[config.mk]
export PLATFORM = sky130hd
export DESIGN_NAME = gear_shift_sequencer_flat
export DESIGN_NICKNAME = d
export VERILOG_FILES = /design/src/rtl/gss_pkg.sv /design/src/rtl/gss_tick_if.sv /design/src/rtl/gss_result_if.sv /design/src/rtl/gss_div.sv /design/src/rtl/gear_shift_sequencer.sv /design/src/flat_wrapper.sv
export SDC_FILE = /design/constraint.sdc
export NUM_CORES = 1
export LEC_CHECK = 0
export ABC_AREA = 1
export CORE_AREA = 2 2 240 242
export CTS_CLUSTER_SIZE = 16
export DETAILED_ROUTE_END_ITERATION = 6
export DIE_AREA = 0 0 242 244
export DONT_BUFFER_PORTS = 1
export PLACE_DENSITY = 0.76
export SLEW_MARGIN = 15
export SYNTH_ARGS = -nofsm -noshare
export SYNTH_HDL_FRONTEND = slang
export SYNTH_SLANG_ARGS = --single-unit
[constraint.sdc]
create_clock -name i_clk -period 6.6 [get_ports i_clk]
set_input_delay 0.33 -clock i_clk [delete_from_list [all_inputs] [get_ports i_clk]]
set_output_delay 0.33 -clock i_clk [all_outputs]
set_load 0.02 [all_outputs]
[src/rtl/gss_pkg.sv]
package gss_pkg;

    // Field types shared by the channels and the sequencer.
    typedef logic [3:0] t_gear;
    typedef logic [2:0] t_phase;
    typedef logic [1:0] t_fault;
    typedef logic [4:0] t_set;
    typedef logic [6:0] t_pct;

    // Width of a percentage value.
    localparam int PCT_W = 7;

    // Width of the timing registers.
    localparam int MS_W = 16;

    // Width of the packed clutch table register.
    localparam int TABLE_W = 50;

    // Gear codes.
    localparam t_gear GEAR_NEUTRAL = 4'd0;
    localparam t_gear GEAR_FIRST   = 4'd1;
    localparam t_gear GEAR_TOP     = 4'd8;
    localparam t_gear GEAR_REVERSE = 4'd9;

    // Phase codes as reported on the result channel.
    localparam t_phase PH_IDLE    = 3'd0;
    localparam t_phase PH_PREFILL = 3'd1;
    localparam t_phase PH_CUT     = 3'd2;
    localparam t_phase PH_OVERLAP = 3'd3;
    localparam t_phase PH_DONE    = 3'd4;

    // Fault codes.
    localparam t_fault FLT_NONE    = 2'd0;
    localparam t_fault FLT_INVALID = 2'd1;
    localparam t_fault FLT_TIMEOUT = 2'd2;

    // Configuration register indexes.
    localparam logic [2:0] CFG_PREFILL_TIME = 3'd0;
    localparam logic [2:0] CFG_ACK_TIMEOUT  = 3'd1;
    localparam logic [2:0] CFG_OVERLAP_TIME = 3'd2;
    localparam logic [2:0] CFG_RESTORE_TIME = 3'd3;
    localparam logic [2:0] CFG_PREFILL_PCT  = 3'd4;
    localparam logic [2:0] CFG_CLUTCH_TABLE = 3'd5;

    // Full scale of the ramp progress.
    localparam t_pct PROG_MAX = 7'd100;

endpackage

[src/rtl/gss_tick_if.sv]
interface gss_tick_if;
    logic            valid;
    logic            ready;
    logic [31:0]     now_ms;
    logic            request_valid;
    gss_pkg::t_gear  requested_gear;
    logic            torque_ack;

    modport source (
        output valid, now_ms, request_valid, requested_gear, torque_ack,
        input  ready
    );
    modport sink (
        input  valid, now_ms, request_valid, requested_gear, torque_ack,
        output ready
    );
endinterface

[src/rtl/gss_result_if.sv]
interface gss_result_if;
    logic            valid;
    logic            ready;
    gss_pkg::t_gear  gear_now;
    gss_pkg::t_gear  gear_goal;
    gss_pkg::t_phase phase_code;
    gss_pkg::t_fault fault_code;
    logic            in_shift;
    gss_pkg::t_set   held_set;
    gss_pkg::t_set   ramp_in_set;
    gss_pkg::t_set   ramp_out_set;
    gss_pkg::t_pct   ramp_pct;
    logic            cut_req;

    modport source (
        output valid, gear_now, gear_goal, phase_code, fault_code, in_shift,
               held_set, ramp_in_set, ramp_out_set, ramp_pct,
               cut_req,
        input  ready
    );
    modport sink (
        input  valid, gear_now, gear_goal, phase_code, fault_code, in_shift,
               held_set, ramp_in_set, ramp_out_set, ramp_pct,
               cut_req,
        output ready
    );
endinterface

[src/rtl/gss_div.sv]
// Restoring divider that resolves one quotient bit per cycle.
module gss_div #(
    parameter int NUM_W = 39,
    parameter int DEN_W = 16
) (
    input  logic             i_clk,
    input  logic             i_rst_n,
    input  logic             i_start,
    input  logic [NUM_W-1:0] i_num,
    input  logic [DEN_W-1:0] i_den,
    output logic             o_done,
    output logic [NUM_W-1:0] o_quot
);

    localparam int CNT_W = $clog2(NUM_W);
    localparam logic [CNT_W-1:0] LAST_STEP = CNT_W'(NUM_W - 1);

    logic             r_busy;
    logic             r_done;
    logic [CNT_W-1:0] r_cnt;
    logic [NUM_W-1:0] r_quot;
    logic [DEN_W-1:0] r_rem;
    logic [DEN_W-1:0] r_den;

    logic [DEN_W:0]   trial;
    logic [DEN_W:0]   diff;
    logic             fits;

    // One trial subtraction per cycle; the numerator shifts out as quotient bits shift in.
    assign trial = {r_rem, r_quot[NUM_W-1]};
    assign diff  = trial - {1'b0, r_den};
    assign fits  = trial >= {1'b0, r_den};

    // Control is reset; the datapath is loaded on start.
    always_ff @(posedge i_clk) begin
        if (!i_rst_n) begin
            r_busy <= 1'b0;
            r_done <= 1'b0;
            r_cnt  <= '0;
        end else begin
            r_done <= 1'b0;
            if (i_start) begin
                r_busy <= 1'b1;
                r_cnt  <= '0;
            end else if (r_busy) begin
                r_cnt <= r_cnt + 1'b1;
                if (r_cnt == LAST_STEP) begin
                    r_busy <= 1'b0;
                    r_done <= 1'b1;
                end
            end
        end
    end

    always_ff @(posedge i_clk) begin
        if (i_start) begin
            r_quot <= i_num;
            r_rem  <= '0;
            r_den  <= i_den;
        end else if (r_busy) begin
            r_quot <= {r_quot[NUM_W-2:0], fits};
            r_rem  <= fits ? diff[DEN_W-1:0] : trial[DEN_W-1:0];
        end
    end

    assign o_done = r_done;
    assign o_quot = r_quot;

endmodule

[src/rtl/gear_shift_sequencer.sv]
// Gear shift sequencer. Each tick word carries a millisecond time stamp, an optional new
// target gear and the torque-cut acknowledge; it advances the shift phase machine once and
// produces exactly one result word. The block takes one tick at a time: a tick whose
// result shows prefill with a non-zero prefill time, or overlap with a non-zero overlap
// time, has its result offered once the bit-serial divider has formed the ramp progress
// one quotient bit per cycle; any other tick has its result offered straight after the
// S_PROD step. The next tick can be taken in the cycle after the result word has been
// taken. Configuration writes are taken at any time but are meant to be made while no
// tick is in flight.
module gear_shift_sequencer #(
    parameter int NUM_ELEMENTS = 5,
    parameter int TIME_BITS    = 32
) (
    input  logic                          i_clk,
    input  logic                          i_rst_n,
    input  logic                          i_cfg_we,
    input  logic [2:0]                    i_cfg_idx,
    input  logic [gss_pkg::TABLE_W-1:0]   i_cfg_data,
    gss_tick_if.sink                      i_tick,
    gss_result_if.source                  o_result
);

    localparam int NUM_W   = TIME_BITS + gss_pkg::PCT_W;
    localparam int TBL_X_W = 128;
    localparam logic [7:0] ELEM_MASK = 8'((1 << NUM_ELEMENTS) - 1);

    typedef enum logic [1:0] {
        S_IDLE,
        S_PROD,
        S_DIV,
        S_OUT
    } t_seq_state;

    t_seq_state r_state;

    // Configuration registers.
    logic [gss_pkg::MS_W-1:0]    r_prefill_time;
    logic [gss_pkg::MS_W-1:0]    r_ack_timeout;
    logic [gss_pkg::MS_W-1:0]    r_overlap_time;
    logic [gss_pkg::MS_W-1:0]    r_restore_time;
    gss_pkg::t_pct               r_prefill_pct;
    logic [gss_pkg::TABLE_W-1:0] r_clutch_table;

    // Shift state.
    gss_pkg::t_gear         r_cur;
    gss_pkg::t_gear         r_goal;
    gss_pkg::t_gear         r_step;
    gss_pkg::t_phase        r_phase;
    gss_pkg::t_fault        r_fault;
    logic [TIME_BITS-1:0]   r_start;
    logic                   r_ack;
    logic [TIME_BITS-1:0]   r_now;

    gss_pkg::t_gear         n_cur;
    gss_pkg::t_gear         n_goal;
    gss_pkg::t_gear         n_step;
    gss_pkg::t_phase        n_phase;
    gss_pkg::t_fault        n_fault;
    logic [TIME_BITS-1:0]   n_start;
    logic                   n_ack;

    // Result word registers.
    gss_pkg::t_set          r_res_eng;
    gss_pkg::t_set          r_res_in;
    gss_pkg::t_set          r_res_out;
    gss_pkg::t_pct          r_res_prog;
    logic                   r_res_cut;

    logic [TBL_X_W-1:0]     tbl_ext;
    logic [TIME_BITS-1:0]   now_t;
    logic [TIME_BITS-1:0]   el_tick;
    logic                   tick_acc;

    logic [TIME_BITS-1:0]   el_prog;
    gss_pkg::t_pct          mul_k;
    logic [NUM_W-1:0]       prod;
    logic [gss_pkg::MS_W-1:0] div_den;
    logic                   need_div;
    logic                   div_start;
    logic                   div_done;
    logic [NUM_W-1:0]       div_quot;
    gss_pkg::t_pct          direct_prog;

    gss_pkg::t_set          eng;
    gss_pkg::t_set          nxt;
    gss_pkg::t_set          res_eng;
    gss_pkg::t_set          res_in;
    gss_pkg::t_set          res_out;
    logic                   res_cut;

    assign tbl_ext = TBL_X_W'(r_clutch_table);

    // Clutch element set of a gear code; entries past bit 63 of the table read as empty.
    function automatic gss_pkg::t_set set_of(input gss_pkg::t_gear g);
        logic [7:0] s;
        s = '0;
        for (int k = 0; k <= 9; k++) begin
            if (g == 4'(k) && k * NUM_ELEMENTS < 64) begin
                s = tbl_ext[k*NUM_ELEMENTS +: 8] & ELEM_MASK;
            end
        end
        return s[4:0];
    endfunction

    // Next gear on the way to the goal: one forward step, or via neutral.
    function automatic gss_pkg::t_gear plan_step(input gss_pkg::t_gear c,
                                                 input gss_pkg::t_gear g);
        logic           c_fwd;
        logic           g_fwd;
        gss_pkg::t_gear s;
        c_fwd = (c >= gss_pkg::GEAR_FIRST) && (c <= gss_pkg::GEAR_TOP);
        g_fwd = (g >= gss_pkg::GEAR_FIRST) && (g <= gss_pkg::GEAR_TOP);
        s = gss_pkg::GEAR_NEUTRAL;
        if (c == g) begin
            s = c;
        end else if (c_fwd && g_fwd) begin
            s = (g > c) ? c + 4'd1 : c - 4'd1;
        end else if (c == gss_pkg::GEAR_NEUTRAL) begin
            if (g == gss_pkg::GEAR_REVERSE) begin
                s = gss_pkg::GEAR_REVERSE;
            end else if (g_fwd) begin
                s = gss_pkg::GEAR_FIRST;
            end
        end
        return s;
    endfunction

    function automatic gss_pkg::t_pct sat_pct(input logic [NUM_W-1:0] v);
        return (v > NUM_W'(gss_pkg::PROG_MAX)) ? gss_pkg::PROG_MAX : v[6:0];
    endfunction

    // Configuration writes.
    always_ff @(posedge i_clk) begin
        if (!i_rst_n) begin
            r_prefill_time <= '0;
            r_ack_timeout  <= '0;
            r_overlap_time <= '0;
            r_restore_time <= '0;
            r_prefill_pct  <= '0;
            r_clutch_table <= '0;
        end else if (i_cfg_we) begin
            unique case (i_cfg_idx)
                gss_pkg::CFG_PREFILL_TIME: r_prefill_time <= i_cfg_data[gss_pkg::MS_W-1:0];
                gss_pkg::CFG_ACK_TIMEOUT:  r_ack_timeout  <= i_cfg_data[gss_pkg::MS_W-1:0];
                gss_pkg::CFG_OVERLAP_TIME: r_overlap_time <= i_cfg_data[gss_pkg::MS_W-1:0];
                gss_pkg::CFG_RESTORE_TIME: r_restore_time <= i_cfg_data[gss_pkg::MS_W-1:0];
                gss_pkg::CFG_PREFILL_PCT:  r_prefill_pct  <= i_cfg_data[gss_pkg::PCT_W-1:0];
                gss_pkg::CFG_CLUTCH_TABLE: r_clutch_table <= i_cfg_data;
                default: ;
            endcase
        end
    end

    assign tick_acc = i_tick.valid && i_tick.ready;
    assign now_t    = i_tick.now_ms[TIME_BITS-1:0];
    assign el_tick  = now_t - r_start;

    // Phase machine step for the tick on the channel.
    always_comb begin
        n_cur   = r_cur;
        n_goal  = i_tick.request_valid ? i_tick.requested_gear : r_goal;
        n_step  = r_step;
        n_phase = r_phase;
        n_fault = r_fault;
        n_start = r_start;
        n_ack   = r_ack | i_tick.torque_ack;

        // An invalid goal aborts whatever is running.
        if (n_goal > gss_pkg::GEAR_REVERSE) begin
            n_fault = gss_pkg::FLT_INVALID;
            n_goal  = r_cur;
            n_phase = gss_pkg::PH_IDLE;
            n_start = now_t;
            n_ack   = 1'b0;
        end

        unique case (n_phase)
            gss_pkg::PH_IDLE: begin
                if (r_cur != n_goal && n_fault == gss_pkg::FLT_NONE) begin
                    n_step  = plan_step(r_cur, n_goal);
                    n_start = now_t;
                    if (r_cur == gss_pkg::GEAR_NEUTRAL || n_step == gss_pkg::GEAR_NEUTRAL) begin
                        n_phase = gss_pkg::PH_OVERLAP;
                    end else begin
                        n_phase = gss_pkg::PH_PREFILL;
                    end
                end
            end
            gss_pkg::PH_PREFILL: begin
                if (el_tick >= TIME_BITS'(r_prefill_time)) begin
                    n_phase = gss_pkg::PH_CUT;
                    n_start = now_t;
                end
            end
            gss_pkg::PH_CUT: begin
                if (n_ack) begin
                    n_phase = gss_pkg::PH_OVERLAP;
                    n_start = now_t;
                end else if (el_tick >= TIME_BITS'(r_ack_timeout)) begin
                    n_fault = gss_pkg::FLT_TIMEOUT;
                    n_goal  = r_cur;
                    n_phase = gss_pkg::PH_IDLE;
                    n_start = now_t;
                    n_ack   = 1'b0;
                end
            end
            gss_pkg::PH_OVERLAP: begin
                if (el_tick >= TIME_BITS'(r_overlap_time)) begin
                    n_cur   = r_step;
                    n_phase = gss_pkg::PH_DONE;
                    n_start = now_t;
                end
            end
            gss_pkg::PH_DONE: begin
                if (el_tick >= TIME_BITS'(r_restore_time)) begin
                    n_phase = gss_pkg::PH_IDLE;
                    n_start = now_t;
                    n_ack   = 1'b0;
                end
            end
            default: ;
        endcase
    end

    // Progress operands from the updated state: elapsed time scaled by the end percentage.
    assign el_prog  = r_now - r_start;
    assign mul_k    = (r_phase == gss_pkg::PH_PREFILL) ? r_prefill_pct : gss_pkg::PROG_MAX;
    assign prod     = NUM_W'(el_prog) * NUM_W'(mul_k);
    assign div_den  = (r_phase == gss_pkg::PH_PREFILL) ? r_prefill_time : r_overlap_time;
    assign need_div = (r_phase == gss_pkg::PH_PREFILL && r_prefill_time != '0) ||
                      (r_phase == gss_pkg::PH_OVERLAP && r_overlap_time != '0);
    assign div_start = (r_state == S_PROD) && need_div;

    // Progress that needs no division.
    always_comb begin
        unique case (r_phase)
            gss_pkg::PH_PREFILL: direct_prog = '0;
            gss_pkg::PH_CUT:     direct_prog = sat_pct(NUM_W'(r_prefill_pct));
            default:             direct_prog = gss_pkg::PROG_MAX;
        endcase
    end

    // Clutch sets and torque-cut request for the updated state.
    always_comb begin
        eng     = set_of(r_cur);
        nxt     = set_of(r_step);
        res_eng = eng;
        res_in  = '0;
        res_out = '0;
        res_cut = 1'b0;
        unique case (r_phase)
            gss_pkg::PH_PREFILL: begin
                res_in = nxt & ~eng;
            end
            gss_pkg::PH_CUT: begin
                res_in  = nxt & ~eng;
                res_cut = 1'b1;
            end
            gss_pkg::PH_OVERLAP: begin
                res_eng = eng & nxt;
                res_in  = nxt & ~eng;
                res_out = eng & ~nxt;
                res_cut = (r_cur != gss_pkg::GEAR_NEUTRAL) && (r_step != gss_pkg::GEAR_NEUTRAL);
            end
            default: ;
        endcase
    end

    gss_div #(
        .NUM_W (NUM_W),
        .DEN_W (gss_pkg::MS_W)
    ) u_div (
        .i_clk   (i_clk),
        .i_rst_n (i_rst_n),
        .i_start (div_start),
        .i_num   (prod),
        .i_den   (div_den),
        .o_done  (div_done),
        .o_quot  (div_quot)
    );

    // Sequencer, shift state and result word.
    always_ff @(posedge i_clk) begin
        if (!i_rst_n) begin
            r_state <= S_IDLE;
            r_cur   <= gss_pkg::GEAR_NEUTRAL;
            r_goal  <= gss_pkg::GEAR_NEUTRAL;
            r_step  <= gss_pkg::GEAR_NEUTRAL;
            r_phase <= gss_pkg::PH_IDLE;
            r_fault <= gss_pkg::FLT_NONE;
            r_start <= '0;
            r_ack   <= 1'b0;
        end else begin
            unique case (r_state)
                S_IDLE: begin
                    if (tick_acc) begin
                        r_cur   <= n_cur;
                        r_goal  <= n_goal;
                        r_step  <= n_step;
                        r_phase <= n_phase;
                        r_fault <= n_fault;
                        r_start <= n_start;
                        r_ack   <= n_ack;
                        r_now   <= now_t;
                        r_state <= S_PROD;
                    end
                end
                S_PROD: begin
                    r_res_eng <= res_eng;
                    r_res_in  <= res_in;
                    r_res_out <= res_out;
                    r_res_cut <= res_cut;
                    if (need_div) begin
                        r_state <= S_DIV;
                    end else begin
                        r_res_prog <= direct_prog;
                        r_state    <= S_OUT;
                    end
                end
                S_DIV: begin
                    if (div_done) begin
                        r_res_prog <= sat_pct(div_quot);
                        r_state    <= S_OUT;
                    end
                end
                S_OUT: begin
                    if (o_result.ready) begin
                        r_state <= S_IDLE;
                    end
                end
                default: r_state <= S_IDLE;
            endcase
        end
    end

    assign i_tick.ready = (r_state == S_IDLE);

    assign o_result.valid        = (r_state == S_OUT);
    assign o_result.gear_now     = r_cur;
    assign o_result.gear_goal    = r_goal;
    assign o_result.phase_code   = r_phase;
    assign o_result.fault_code   = r_fault;
    assign o_result.in_shift     = (r_phase != gss_pkg::PH_IDLE);
    assign o_result.held_set     = r_res_eng;
    assign o_result.ramp_in_set  = r_res_in;
    assign o_result.ramp_out_set = r_res_out;
    assign o_result.ramp_pct     = r_res_prog;
    assign o_result.cut_req      = r_res_cut;

    // A fault, once raised, is only cleared by reset.
    a_fault_sticky: assert property (@(posedge i_clk) disable iff (!i_rst_n)
        (r_fault != gss_pkg::FLT_NONE) |=> (r_fault != gss_pkg::FLT_NONE))
        else $error("fault code cleared without reset");

    // No new tick is taken while a result word is on offer.
    a_one_in_flight: assert property (@(posedge i_clk) disable iff (!i_rst_n)
        o_result.valid |-> !i_tick.ready)
        else $error("tick accepted while result pending");

    // The divider only finishes while the sequencer waits for it.
    a_div_in_step: assert property (@(posedge i_clk) disable iff (!i_rst_n)
        div_done |-> (r_state == S_DIV))
        else $error("divider finished outside the divide step");

    // Progress stays within full scale.
    a_prog_range: assert property (@(posedge i_clk) disable iff (!i_rst_n)
        o_result.valid |-> (o_result.ramp_pct <= gss_pkg::PROG_MAX))
        else $error("ramp progress above full scale");

    // Idle never asks for a torque cut or fills a clutch.
    a_idle_quiet: assert property (@(posedge i_clk) disable iff (!i_rst_n)
        (o_result.valid && o_result.phase_code == gss_pkg::PH_IDLE) |->
            (!o_result.cut_req && o_result.ramp_in_set == '0 &&
             o_result.ramp_out_set == '0))
        else $error("idle result with active clutch ramp or torque cut");

endmodule

[src/flat_wrapper.sv]
// flat-port wrapper written by rule: the top's interface ports become plain ports
module gear_shift_sequencer_flat 
#(
    parameter int NUM_ELEMENTS = 5,
    parameter int TIME_BITS    = 32
)
  (i_clk, i_rst_n, i_cfg_we, i_cfg_idx, i_cfg_data, i_tick_valid, i_tick_now_ms, i_tick_request_valid, i_tick_requested_gear, i_tick_torque_ack, i_tick_ready, o_result_valid, o_result_gear_now, o_result_gear_goal, o_result_phase_code, o_result_fault_code, o_result_in_shift, o_result_held_set, o_result_ramp_in_set, o_result_ramp_out_set, o_result_ramp_pct, o_result_cut_req, o_result_ready);
  gss_tick_if i_tick_i ();
  gss_result_if o_result_i ();
  input  logic i_clk;
  input  logic i_rst_n;
  input  logic i_cfg_we;
  input  logic [2:0] i_cfg_idx;
  input  logic [gss_pkg::TABLE_W-1:0] i_cfg_data;
  input wire logic [$bits(i_tick_i.valid)-1:0] i_tick_valid;
  input wire logic [$bits(i_tick_i.now_ms)-1:0] i_tick_now_ms;
  input wire logic [$bits(i_tick_i.request_valid)-1:0] i_tick_request_valid;
  input wire logic [$bits(i_tick_i.requested_gear)-1:0] i_tick_requested_gear;
  input wire logic [$bits(i_tick_i.torque_ack)-1:0] i_tick_torque_ack;
  output wire logic [$bits(i_tick_i.ready)-1:0] i_tick_ready;
  output wire logic [$bits(o_result_i.valid)-1:0] o_result_valid;
  output wire logic [$bits(o_result_i.gear_now)-1:0] o_result_gear_now;
  output wire logic [$bits(o_result_i.gear_goal)-1:0] o_result_gear_goal;
  output wire logic [$bits(o_result_i.phase_code)-1:0] o_result_phase_code;
  output wire logic [$bits(o_result_i.fault_code)-1:0] o_result_fault_code;
  output wire logic [$bits(o_result_i.in_shift)-1:0] o_result_in_shift;
  output wire logic [$bits(o_result_i.held_set)-1:0] o_result_held_set;
  output wire logic [$bits(o_result_i.ramp_in_set)-1:0] o_result_ramp_in_set;
  output wire logic [$bits(o_result_i.ramp_out_set)-1:0] o_result_ramp_out_set;
  output wire logic [$bits(o_result_i.ramp_pct)-1:0] o_result_ramp_pct;
  output wire logic [$bits(o_result_i.cut_req)-1:0] o_result_cut_req;
  input wire logic [$bits(o_result_i.ready)-1:0] o_result_ready;
  assign i_tick_i.valid = i_tick_valid;
  assign i_tick_i.now_ms = i_tick_now_ms;
  assign i_tick_i.request_valid = i_tick_request_valid;
  assign i_tick_i.requested_gear = i_tick_requested_gear;
  assign i_tick_i.torque_ack = i_tick_torque_ack;
  assign i_tick_ready = i_tick_i.ready;
  assign o_result_valid = o_result_i.valid;
  assign o_result_gear_now = o_result_i.gear_now;
  assign o_result_gear_goal = o_result_i.gear_goal;
  assign o_result_phase_code = o_result_i.phase_code;
  assign o_result_fault_code = o_result_i.fault_code;
  assign o_result_in_shift = o_result_i.in_shift;
  assign o_result_held_set = o_result_i.held_set;
  assign o_result_ramp_in_set = o_result_i.ramp_in_set;
  assign o_result_ramp_out_set = o_result_i.ramp_out_set;
  assign o_result_ramp_pct = o_result_i.ramp_pct;
  assign o_result_cut_req = o_result_i.cut_req;
  assign o_result_i.ready = o_result_ready;
  gear_shift_sequencer #(.NUM_ELEMENTS(NUM_ELEMENTS), .TIME_BITS(TIME_BITS)) u_core (.i_clk(i_clk), .i_rst_n(i_rst_n), .i_cfg_we(i_cfg_we), .i_cfg_idx(i_cfg_idx), .i_cfg_data(i_cfg_data), .i_tick(i_tick_i), .o_result(o_result_i));
endmodule
# Word level (Yosys, flattened, before mapping)
# Index checks and enable logic that the tools add are counted.
dict set report totals {
  in_bits 96
  out_inout_bits 39
  wordCells 216
  regBits 307
}
dict set report op_classes {
  n_mul 1
  mux 80
  n_bitwise 8
  n_addsub 6
  n_lt_le_gt_ge 13
  n_eq_ne 41
  reduce_logical 41
}
# op count
set ops {}
lappend ops {{$mux W32} 7}
lappend ops {{$pmux W32 S5} 1}
lappend ops {{$ge A32 B16 Y1} 4}
lappend ops {{$mux W5} 21}
lappend ops {{$mux W39} 2}
lappend ops {{$sub A32 B32 Y32} 2}
lappend ops {{$mux W4} 12}
lappend ops {{$gt A39 B7 Y1 const B} 1}
lappend ops {{$mul A32 B7 Y39} 1}
lappend ops {{$mux W7} 5}
lappend ops {{$eq A4 B3 Y1 const B} 8}
lappend ops {{$mux W16} 2}
lappend ops {{$reduce_bool A16 Y1} 2}
lappend ops {{$pmux W7 S2} 2}
lappend ops {{$mux W3} 7}
lappend ops {{$eq A4 B4 Y1 const B} 5}
lappend ops {{$eq A3 B2 Y1 const B} 6}
lappend ops {{$ge A17 B16 Y1} 1}
lappend ops {{$eq A4 B2 Y1 const B} 4}
lappend ops {{$mux W2} 8}
lappend ops {{$reduce_and A2 Y1} 8}
lappend ops {{$sub A16 B16 Y16} 1}
lappend ops {{$and A5 B5 Y5} 3}
lappend ops {{$pmux W3 S5} 1}
lappend ops {{other kinds (36)} 76}

# Longest topological paths before layout
# Gate-level depths: netlist of run 1.
dict set report depth {
  word_depth 17
  depth_mapped 37
}

# Modules after synthesis
# A second synthesis of run 1 with hierarchy kept.
dict set report unflattened {
  cells_unflattened 4155
  area_unflattened_um2 28444.8
}
# mod cells_per_inst instances area_each_um2
set modules_own_cells {}
lappend modules_own_cells {gear_shift_sequencer 3603 1 24091.9}
lappend modules_own_cells {gss_div 552 1 4352.9}

# Worst setup path after synthesis of run 1
# No wires, ideal clock.
dict set report synth_timing {
  path_kind {register -> register}
  startpoint {register u_core.r_now[0]}
  endpoint {register u_core.u_div.r_quot[31], in the netlist u_core.u_div.o_quot[31] (data pin)}
  path_stages_with_launch 33
  path_buffers 0
  path_slack_ns 0.196
  arrival_time_ns 6.151
  period_less_slack_ns 6.404
  path_cell_list {edfxtp_1 -> inv_1 -> ha_1 -> fa_1 -> o21ai_1 -> nand4_1 -> nand2_1 -> a21oi_1 -> o31ai_1 -> xor2_1 -> inv_1 -> nor2_1 -> fa_1 -> fa_1 -> fa_1 -> inv_1 -> fa_1 -> inv_1 -> ha_1 -> a21oi_1 -> inv_1 -> a21oi_1 -> a21boi_0 -> nand2_1 -> a21oi_1 -> inv_1 -> a21oi_1 -> o21ai_0 -> nand2_1 -> nand2_1 -> or2_2 -> nand3_1 -> nand2_1}
}
dict set report synth_between {
  elab_chain_len 3
}
# item line
set synth_rtl {}
lappend synth_rtl {{start: declaration} gear_shift_sequencer.sv:52} ;# logic [TIME_BITS-1:0] r_now;
lappend synth_rtl {{start signal: assignment} gear_shift_sequencer.sv:304} ;# r_now <= now_t;
lappend synth_rtl {{$sub A32 B32 Y32} gear_shift_sequencer.sv:226} ;# assign el_prog = r_now - r_start;
lappend synth_rtl {{$mul A32 B7 Y39} gear_shift_sequencer.sv:228} ;# assign prod = NUM_W'(el_prog) * NUM_W'(mul_k);
lappend synth_rtl {{$mux W39} gss_div.sv:56} ;# if (i_start) begin
lappend synth_rtl {{end signal: assignment} gss_div.sv:57} ;# r_quot <= i_num;
lappend synth_rtl {{end signal: assignment} gss_div.sv:61} ;# r_quot <= {r_quot[NUM_W-2:0], fits};
lappend synth_rtl {{end: declaration} gss_div.sv:21} ;# logic [NUM_W-1:0] r_quot;
# No other way between the ends.
# A chain may end at the register's enable or synchronous reset.

# Worst setup path after layout of run 1
dict set report layout_timing {
  startpoint {register u_core.r_now[0]}
  endpoint {register u_core.u_div.r_quot[38], in the netlist u_core.u_div.o_quot[38] (data pin)}
}
# The elaborated chain is that of the path after synthesis.

==> results of run 1 <==
==> flip-flops by register name (all words and copies together) (netlist names), 2 cells and up <==
| register | count |
|---|---|
| u_core.r_clutch_table | 50 |
| u_core.u_div.o_quot | 39 |
| u_core.r_now | 32 |
| u_core.r_start | 32 |
| u_core.r_ack_timeout | 16 |
| u_core.r_overlap_time | 16 |
| u_core.r_prefill_time | 16 |
| u_core.r_restore_time | 16 |
| u_core.u_div.r_den | 16 |
| u_core.u_div.r_rem | 16 |
| u_core.o_result.ramp_pct | 7 |
| u_core.r_prefill_pct | 7 |
| u_core.u_div.r_cnt | 6 |
| u_core.o_result.held_set | 5 |
| u_core.o_result.ramp_in_set | 5 |
| u_core.o_result.ramp_out_set | 5 |
| u_core.o_result.gear_goal | 4 |
| u_core.o_result.gear_now | 4 |
| u_core.r_step | 4 |
| u_core.o_result.phase_code | 3 |
| u_core.o_result.fault_code | 2 |
| u_core.r_state | 2 |
==> how the worst min path moves through the flow <==
| stage | end | startpoint |
|---|---|---|
| 2_1_floorplan | u_core.r_now[0]$_DFFE_PP_ | i_tick_now_ms[0] |
| 3_3_place_gp | u_core.r_now[31]$_DFFE_PP_ | i_tick_now_ms[31] |
| 3_5_place_dp | u_core.r_now[30]$_DFFE_PP_ | i_tick_now_ms[30] |
| 4_1_cts | u_core.r_start[1]$_SDFFE_PN0P_ | i_tick_now_ms[1] |
| 5_1_grt | u_core.r_start[31]$_SDFFE_PN0P_ | i_tick_now_ms[31] |
| 6_report | u_core.r_start[1]$_SDFFE_PN0P_ | i_tick_now_ms[1] |
==> logic make-up after synthesis <==
group,after synthesis
AO/OA/AOI/OAI,779
adder cells (fa/ha/maj),365
XOR/XNOR,87
multiplexers,1
AND/OR/NAND/NOR,1701
flip-flops,307
buffers and inverters,791
==> final cells by class <==
class                   instances  area [sq um]
diodes                          2          5.00
clock buffers                  49          1000
clock inverters                16           209
fillers                      5076         23600
inverters                     670          2520
multi-input cells            2933         18700
flip-flops and latches        307          7250
well taps                     756           946
repair buffers                221          1920
==> worst max-delay path, delay by kind of cell (launching register included) <==
family,cells,cell delay [ns]
compound gates,5,0.76
simple gates,14,1.63
flops,1,0.32
fa+ha+maj,7,2.84
buf+inv,6,0.58
xor+xnor,1,0.18
==> Yosys cell counts (12+ instances only) <==
cell	instances
nor3_1	27
nand4_1	60
ha_1	213
clkbuf_1	94
a21oi_1	259
xnor2_1	30
xor2_1	57
o22ai_1	14
dfxtp_1	197
o21ai_1	24
nand2_1	910
or2_2	22
nor4_1	14
o21bai_1	23
a31oi_1	13
o221ai_1	12
nor2_1	509
edfxtp_1	110
a22oi_1	19
nand3_1	122
inv_1	657
fa_1	152
o21ai_0	344
==> per-layer routing <==
metal	up-vias	part of all wire, %	GRT usage [%]
met5	-	0	0
met1	12400	42	35.2
li1	13300	-	-
met4	0	3.8	10.5
met3	188	8.9	5.98
met2	1076	46	44.3
==> per-stage QoR <==
| step | worst slack (ns) | cells | hold WS, ns |
|---|---|---|---|
| after global placement | -0.0673 | 4788 | 0.430 |
| after global routing | -0.241 | 4954 | 0.0257 |
| after CTS | -0.0323 | 4934 | 0.00268 |
| after detailed placement | -0.183 | 4788 | 0.430 |
| final | 0.133 | 4954 | 0.0279 |
| after floorplan | 0.196 | 4031 | 0.429 |
==> what timing repair did <==
| action | 4_1_cts | 5_1_grt |
|---|---|---|
| gates cloned | 0 | 0 |
| pin swaps | 0 | 91 |
| setup buffers | 0 | 18 |
| setup endpoints to repair | 10 | 20 |
| hold buffers | 81 | 0 |
| endpoints found under the hold margin | 199 | 0 |
| gates resized for setup | 13 | 211 |
==> results.md, run 1 <==
* Status: finished clean
* Tcrit/Tclk final at 98.0%
* Most common flop cell mapped by yosys: dfxtp_1
* Commonest non-fill, non-tap cell in the layout: nand2_1
* Share of the synthesized area in the top cell type at 14.0%
* RSZ-0062 raised after global routing: yes
* # H-tree levels at 2
* Synth Net Count at 4492
* Cell Area, Placed at 29400 sq um
* Area share of fa/ha/maj cells after synthesis at 20.3%
* Worst r2r src: u_core.r_now[0]$_DFFE_PP_
* Crit end category: register
* Worst-Margin Slew at 1.12 ns
* DR vias at 26.9k
* CTS sink count at 307
* Synth Instances at 4031
* # port buffers at 0
* Post-route ant nets at 0
* Largest net degree at the start of global routing at 168
* Crit path largest cell delay at 0.53 ns
* Post-synth ARST share at 0%
* Max clock buf depth at 3
* FF+latch count, synth at 307
* First-pass GRT wire length at 131 mm
* Core ar. at 56200 sq um
* HPWL Detailed at 59.8 mm
* Setup_tns at 0 ns
* Wire per inst at 16.8 um
* WHS Path Cells at 4
* Final instance area at 32600 sq um
* Final wirelength at 83.5 mm
* Most common cell on crit path: fa_1
* Drt pass-1 iters at 6
* Total of max-cap violations at 0
* Worst path arrival time at 6.87 ns
* Core Util, Final at 58.0%
* Fraction of layout cells with a size suffix above 1 at 9.91%
* Mux contribution to synthesized area at 0.0357%
* Area leader, netlist: dfxtp_1
* CTS tree: built
* Critical Path RT at 7.01 ns
* Largest family of logic cells by synthesized area: simple AND/OR/NAND/NOR gates
* Finish-stage setup viols at 0
* Initial Utilization at 50.0%
* Clk_lat worst skew at 0.58 ns
* Gr usage total at 27.1%
* Cell area after synthesis at 28100 sq um
* Synth area leaders: dfxtp_1 (14%), nand2_1 (12%), edfxtp_1 (12%)
* Most frequent cells in the layout: nand2_1 (890), inv_1 (641), nor2_1 (476), o21ai_0 (328), a21oi_1 (233)
* DR DRC count at 0
* Compound-gate portion of the synthesized area at 15.3%
* CTS root buffer: clkbuf_16
* CP max FO at 6
* Fin nets at 4630
* Critical Path Sink: u_core.u_div.o_quot[38]$_DFFE_PP_
* Rows at 87
* Area grow syn2layout at 16.0%
* Total CTS buffers at 36
* Post-synthesis xor/xnor area fraction at 2.71%
* CP max-delay cell: fa_1
* Clock transition at the registers of the reported paths at 0.07 ns
* Kind of start point of the critical path: register
* Mean Syn Cell Area at 6.96 sq um
* Drt initial violations at 2446
* Worst r2r path cells at 33
* Final Wtd Congestion at 0.941
* Via/cell ratio at 5.44
* I/O pins at 135
* Max Clock Freq at 155 MHz
* Synth cell types at 58
* CP startpoint: u_core.r_now[0]$_DFFE_PP_
* Reg-to-Reg End: u_core.u_div.o_quot[38]$_DFFE_PP_
* Slew headroom at 24.9%
* Die Y at 244 um
* Initial antenna violation count at 2
* Yosys warns at 0
* CP Class: reg -> reg
* Post-synthesis sequential area ratio at 25.8%
* Die W at 242 um
* Gr ovfl total at 0
* Setup slack, reg-to-reg at 0.13 ns
* Max-slew violations at 0
* DIE AREA at 59000 sq um
* Clock skew at 0.0375 ns
* HP Class: in -> reg
* Final hold vios at 0
* Fin crit period at 6.47 ns
* EDFF count, synth at 110
* Vias in the first global route at 25.2k
* Post-Synth Simple-Gate Area at 24.8%
Power of run 1 is not shown: default switching activity piles up to over one toggle a cycle in this logic, so the estimate is an artifact.
==> inputs of run 2 (changes only) <==
--- a/config.mk
+++ b/config.mk
@@ -6,13 +6,14 @@
 export NUM_CORES = 1
 export LEC_CHECK = 0
 export ABC_AREA = 1
-export CORE_AREA = 2 2 240 242
+export CORE_AREA = 2 2 242 244
 export CTS_CLUSTER_SIZE = 16
 export DETAILED_ROUTE_END_ITERATION = 6
-export DIE_AREA = 0 0 242 244
+export DIE_AREA = 0 0 244 246
 export DONT_BUFFER_PORTS = 1
 export PLACE_DENSITY = 0.76
 export SLEW_MARGIN = 15
 export SYNTH_ARGS = -nofsm -noshare
 export SYNTH_HDL_FRONTEND = slang
+export SYNTH_HIERARCHICAL = 1
 export SYNTH_SLANG_ARGS = --single-unit
==> results.md, run 2 <==
* Status: complete, but fails checks
* Failing checks: negative setup slack
* Synth Net Count at 4616 (+2.8%)
* Slew headroom at 25.6% (+0.73 points)
* Fin nets at 4883 (+5.5%)
* Synth Instances at 4155 (+3.1%)
* Reg-to-Reg End: u_core/u_div/o_quot[32]$_DFFE_PP_
* Drt pass-1 iters at 6 (unchanged)
* Fin crit period at 6.75 ns (+0.285 ns)
* Core ar. at 57400 sq um (+2.1%)
* Yosys warns at 6 (+6)
* Final hold vios at 0 (unchanged)
* Gr ovfl total at 0 (unchanged)
* Commonest non-fill, non-tap cell in the layout: nand2_1
* Mean Syn Cell Area at 6.85 sq um (-1.7%)
* DR DRC count at 0 (unchanged)
* Max clock buf depth at 3 (unchanged)
* DIE AREA at 60000 sq um (+1.7%)
* Fraction of layout cells with a size suffix above 1 at 13.5% (+3.6 points)
* Setup slack, reg-to-reg at -0.15 ns (-0.29 ns)
* CTS sink count at 307 (unchanged)
* Total of max-cap violations at 0 (unchanged)
* CP max FO at 4 (-2)
* Post-route ant nets at 0 (unchanged)
* Core Util, Final at 60.2% (+2.2 points)
* Die W at 244 um (+0.83%)
* Final instance area at 34500 sq um (+6.0%)
* Die Y at 246 um (+0.82%)
* Max Clock Freq at 148 MHz (-4.2%)
* Fillers at 4850 (-4.5%)
* # port buffers at 0 (unchanged)
* Rows at 88 (+1.1%)
* Drt initial violations at 2632 (+7.6%)
* HPWL Detailed at 62.3 mm (+4.1%)
* Clock skew at 0.0365 ns (-0.00100 ns)
* Cell Area, Placed at 30400 sq um (+3.5%)
* FF+latch count, synth at 307 (unchanged)
* Place WS at -0.291 ns (-0.108 ns)
* Vias in the first global route at 26.9k (+6.8%)
* DR vias at 28.6k (+6.2%)
* Setup_tns at -0.512 ns (-0.512 ns)
* RSZ-0062 raised after global routing: yes
* Largest Register: u_core/r_clutch_table
* Worst r2r path cells at 36 (+9.1%)
* Final Wtd Congestion at 0.982 (+4.4%)
* Initial antenna violation count at 6 (+4)
* Area leader, netlist: nand2_1
* Sequential Area at 7250 sq um (about the same)
* Post-synth ARST share at 0% (unchanged)
* Tcrit/Tclk final at 102% (+4.3 points)
* Initial Utilization at 49.6% (-0.39 points)
* Critical Path RT at 6.93 ns (-0.08 ns)
* Worst-Margin Slew at 1.12 ns (-0.00822 ns)
* Area of the multi-input gates at 19200 sq um (+2.9%)
* WHS Path Cells at 4 (unchanged)
* Crit path largest cell delay at 0.56 ns (+0.03 ns)
* HP Class: in -> reg
* Cell area after synthesis at 28400 sq um (+1.3%)
* Clk_lat worst skew at 0.59 ns (about the same)
* I/O pins at 135 (unchanged)
* EDFF count, synth at 110 (unchanged)
* Final wirelength at 89.9 mm (+7.7%)
* Post-synthesis sequential area ratio at 25.5% (-0.34 points)
* Clock transition at the registers of the reported paths at 0.06 ns (about the same)
* CTS root buffer: clkbuf_16
* Synth cell types at 61 (+5.2%)
* Gr usage total at 28.4% (+1.3 points)
* Endpoint, Worst Hold: u_core/r_start[15]$_SDFFE_PN0P_
* Wire per inst at 17.2 um (+2.2%)
* Final WS setup at -0.153 ns (-0.285 ns)
* Synth area leaders: nand2_1 (14%), dfxtp_1 (14%), edfxtp_1 (12%)
* CTS tree: built
* Worst r2r src: u_core/r_now[0]$_DFFE_PP_
* First-pass GRT wire length at 138 mm (+5.8%)
* Total CTS buffers at 37 (+2.8%)
* Share of the synthesized area in the top cell type at 14.0% (-0.061 points)
* Most frequent cells in the layout: nand2_1 (1035), inv_1 (674), nor2_1 (434), o21ai_0 (301), a21oi_1 (223)
* Min-Delay Startpoint: i_tick_now_ms[15]
* # H-tree levels at 2 (unchanged)
* Post-synth top cells: nand2_1 (1060), inv_1 (712), nor2_1 (489)
* Worst path arrival time at 7.09 ns (+0.22 ns)
* CP Class: reg -> reg
* Most common cell on crit path: nand2_1
* Crit end category: register
* Kind of start point of the critical path: register
* Via/cell ratio at 5.48 (+0.76%)
* Area grow syn2layout at 21.3%
* Number of flip-flops in the largest register at 50 (unchanged)
* Max-slew violations at 0 (unchanged)
* Finish-stage setup viols at 7 (+7)
* Largest net degree at the start of global routing at 95 (-43%)
* CP max-delay cell: fa_1
* Top-count cell post-synth: nand2_1
* Most common flop cell mapped by yosys: dfxtp_1
==> run 2: cell types whose count changed after synthesis, sizes merged, moves of 11 or more <==
cell    before   now
clkbuf      95    84
inv        667   729
o211ai      10    44
nand4       61    46
or2         23     6
nand2      916  1077
o21bai      23     8
o21ai      368   347
a22oi       19     0
==> run 2: cell type report <==
class | instances | area share [%]
Multi-Input combinational cell | 3004 | 55.8
Clock inverter | 15 | 0.743
Tap cell | 765 | 2.77
Timing Repair Buffer | 338 | 8.61
Inverter | 734 | 8.01
Sequential cell | 307 | 21.0
Antenna cell | 5 | 0.0363
Clock buffer | 53 | 3.07
==> run 2: how the worst max path moves through the flow <==
stage | start | endpoint | slack, ns | cells past startpoint
after floorplan | u_core/r_start[0]$_SDFFE_PN0P_ | u_core/u_div/o_quot[38]$_DFFE_PP_ | 0.06 | 33
after global placement | u_core/r_now[0]$_DFFE_PP_ | u_core/u_div/o_quot[38]$_DFFE_PP_ | -0.17 | 33
after detailed placement | u_core/r_now[0]$_DFFE_PP_ | u_core/u_div/o_quot[37]$_DFFE_PP_ | -0.29 | 35
after CTS | u_core/r_now[0]$_DFFE_PP_ | u_core/u_div/o_quot[33]$_DFFE_PP_ | -0.02 | 36
after global routing | u_core/r_now[0]$_DFFE_PP_ | u_core/u_div/o_quot[32]$_DFFE_PP_ | -0.52 | 36
final | u_core/r_now[0]$_DFFE_PP_ | u_core/u_div/o_quot[32]$_DFFE_PP_ | -0.15 | 36
==> run 2: repair_timing <==
action	in CTS	in global routing
hold endpoints to repair	190	0
endpoints found under the setup margin	14	20
cloned	0	0
pin swaps	23	163
hold buffers	106	0
buffers inserted	11	34
resized for setup	71	240
==> run 2: metal layers <==
metal	routed length, um	up-vias	global-route usage (%)
met3	8020	261	5.34
met4	3730	0	10.5
met2	42400	1328	48.4
met5	0	-	0
li1	-	13800	-
met1	35700	13300	35.8
==> run 2: critical path: cells and delay by family, from the launching register on <==
family	cells	cell delay (ns)
XOR/XNOR	2	0.26
AND/OR/NAND/NOR	10	0.97
flip-flops	1	0.35
buffers and inverters	9	0.92
adder cells (fa/ha/maj)	7	2.77
AO/OA/AOI/OAI	8	1.20
==> run 2: per-stage QoR <==
step,std cells,hold slack (ns)
after floorplan,4155,0.428
after global placement,5002,0.430
after detailed placement,5002,0.430
after CTS,5187,0.000543
after global routing,5221,0.0261
final,5221,0.00821
==> run 2: cell families after synthesis <==
kind of cell,count (synthesis),synth area share (%)
AOI/OAI and AO/OA,737,14.3
and+or+nand+nor,1815,26.1
buffers and inverters,844,11.4
xor gates and xnor gates,86,2.65
muxes,1,0.0352
DFF,307,25.5
adders and majority gates,365,20.1
Power of run 2 is left out for the same reason.
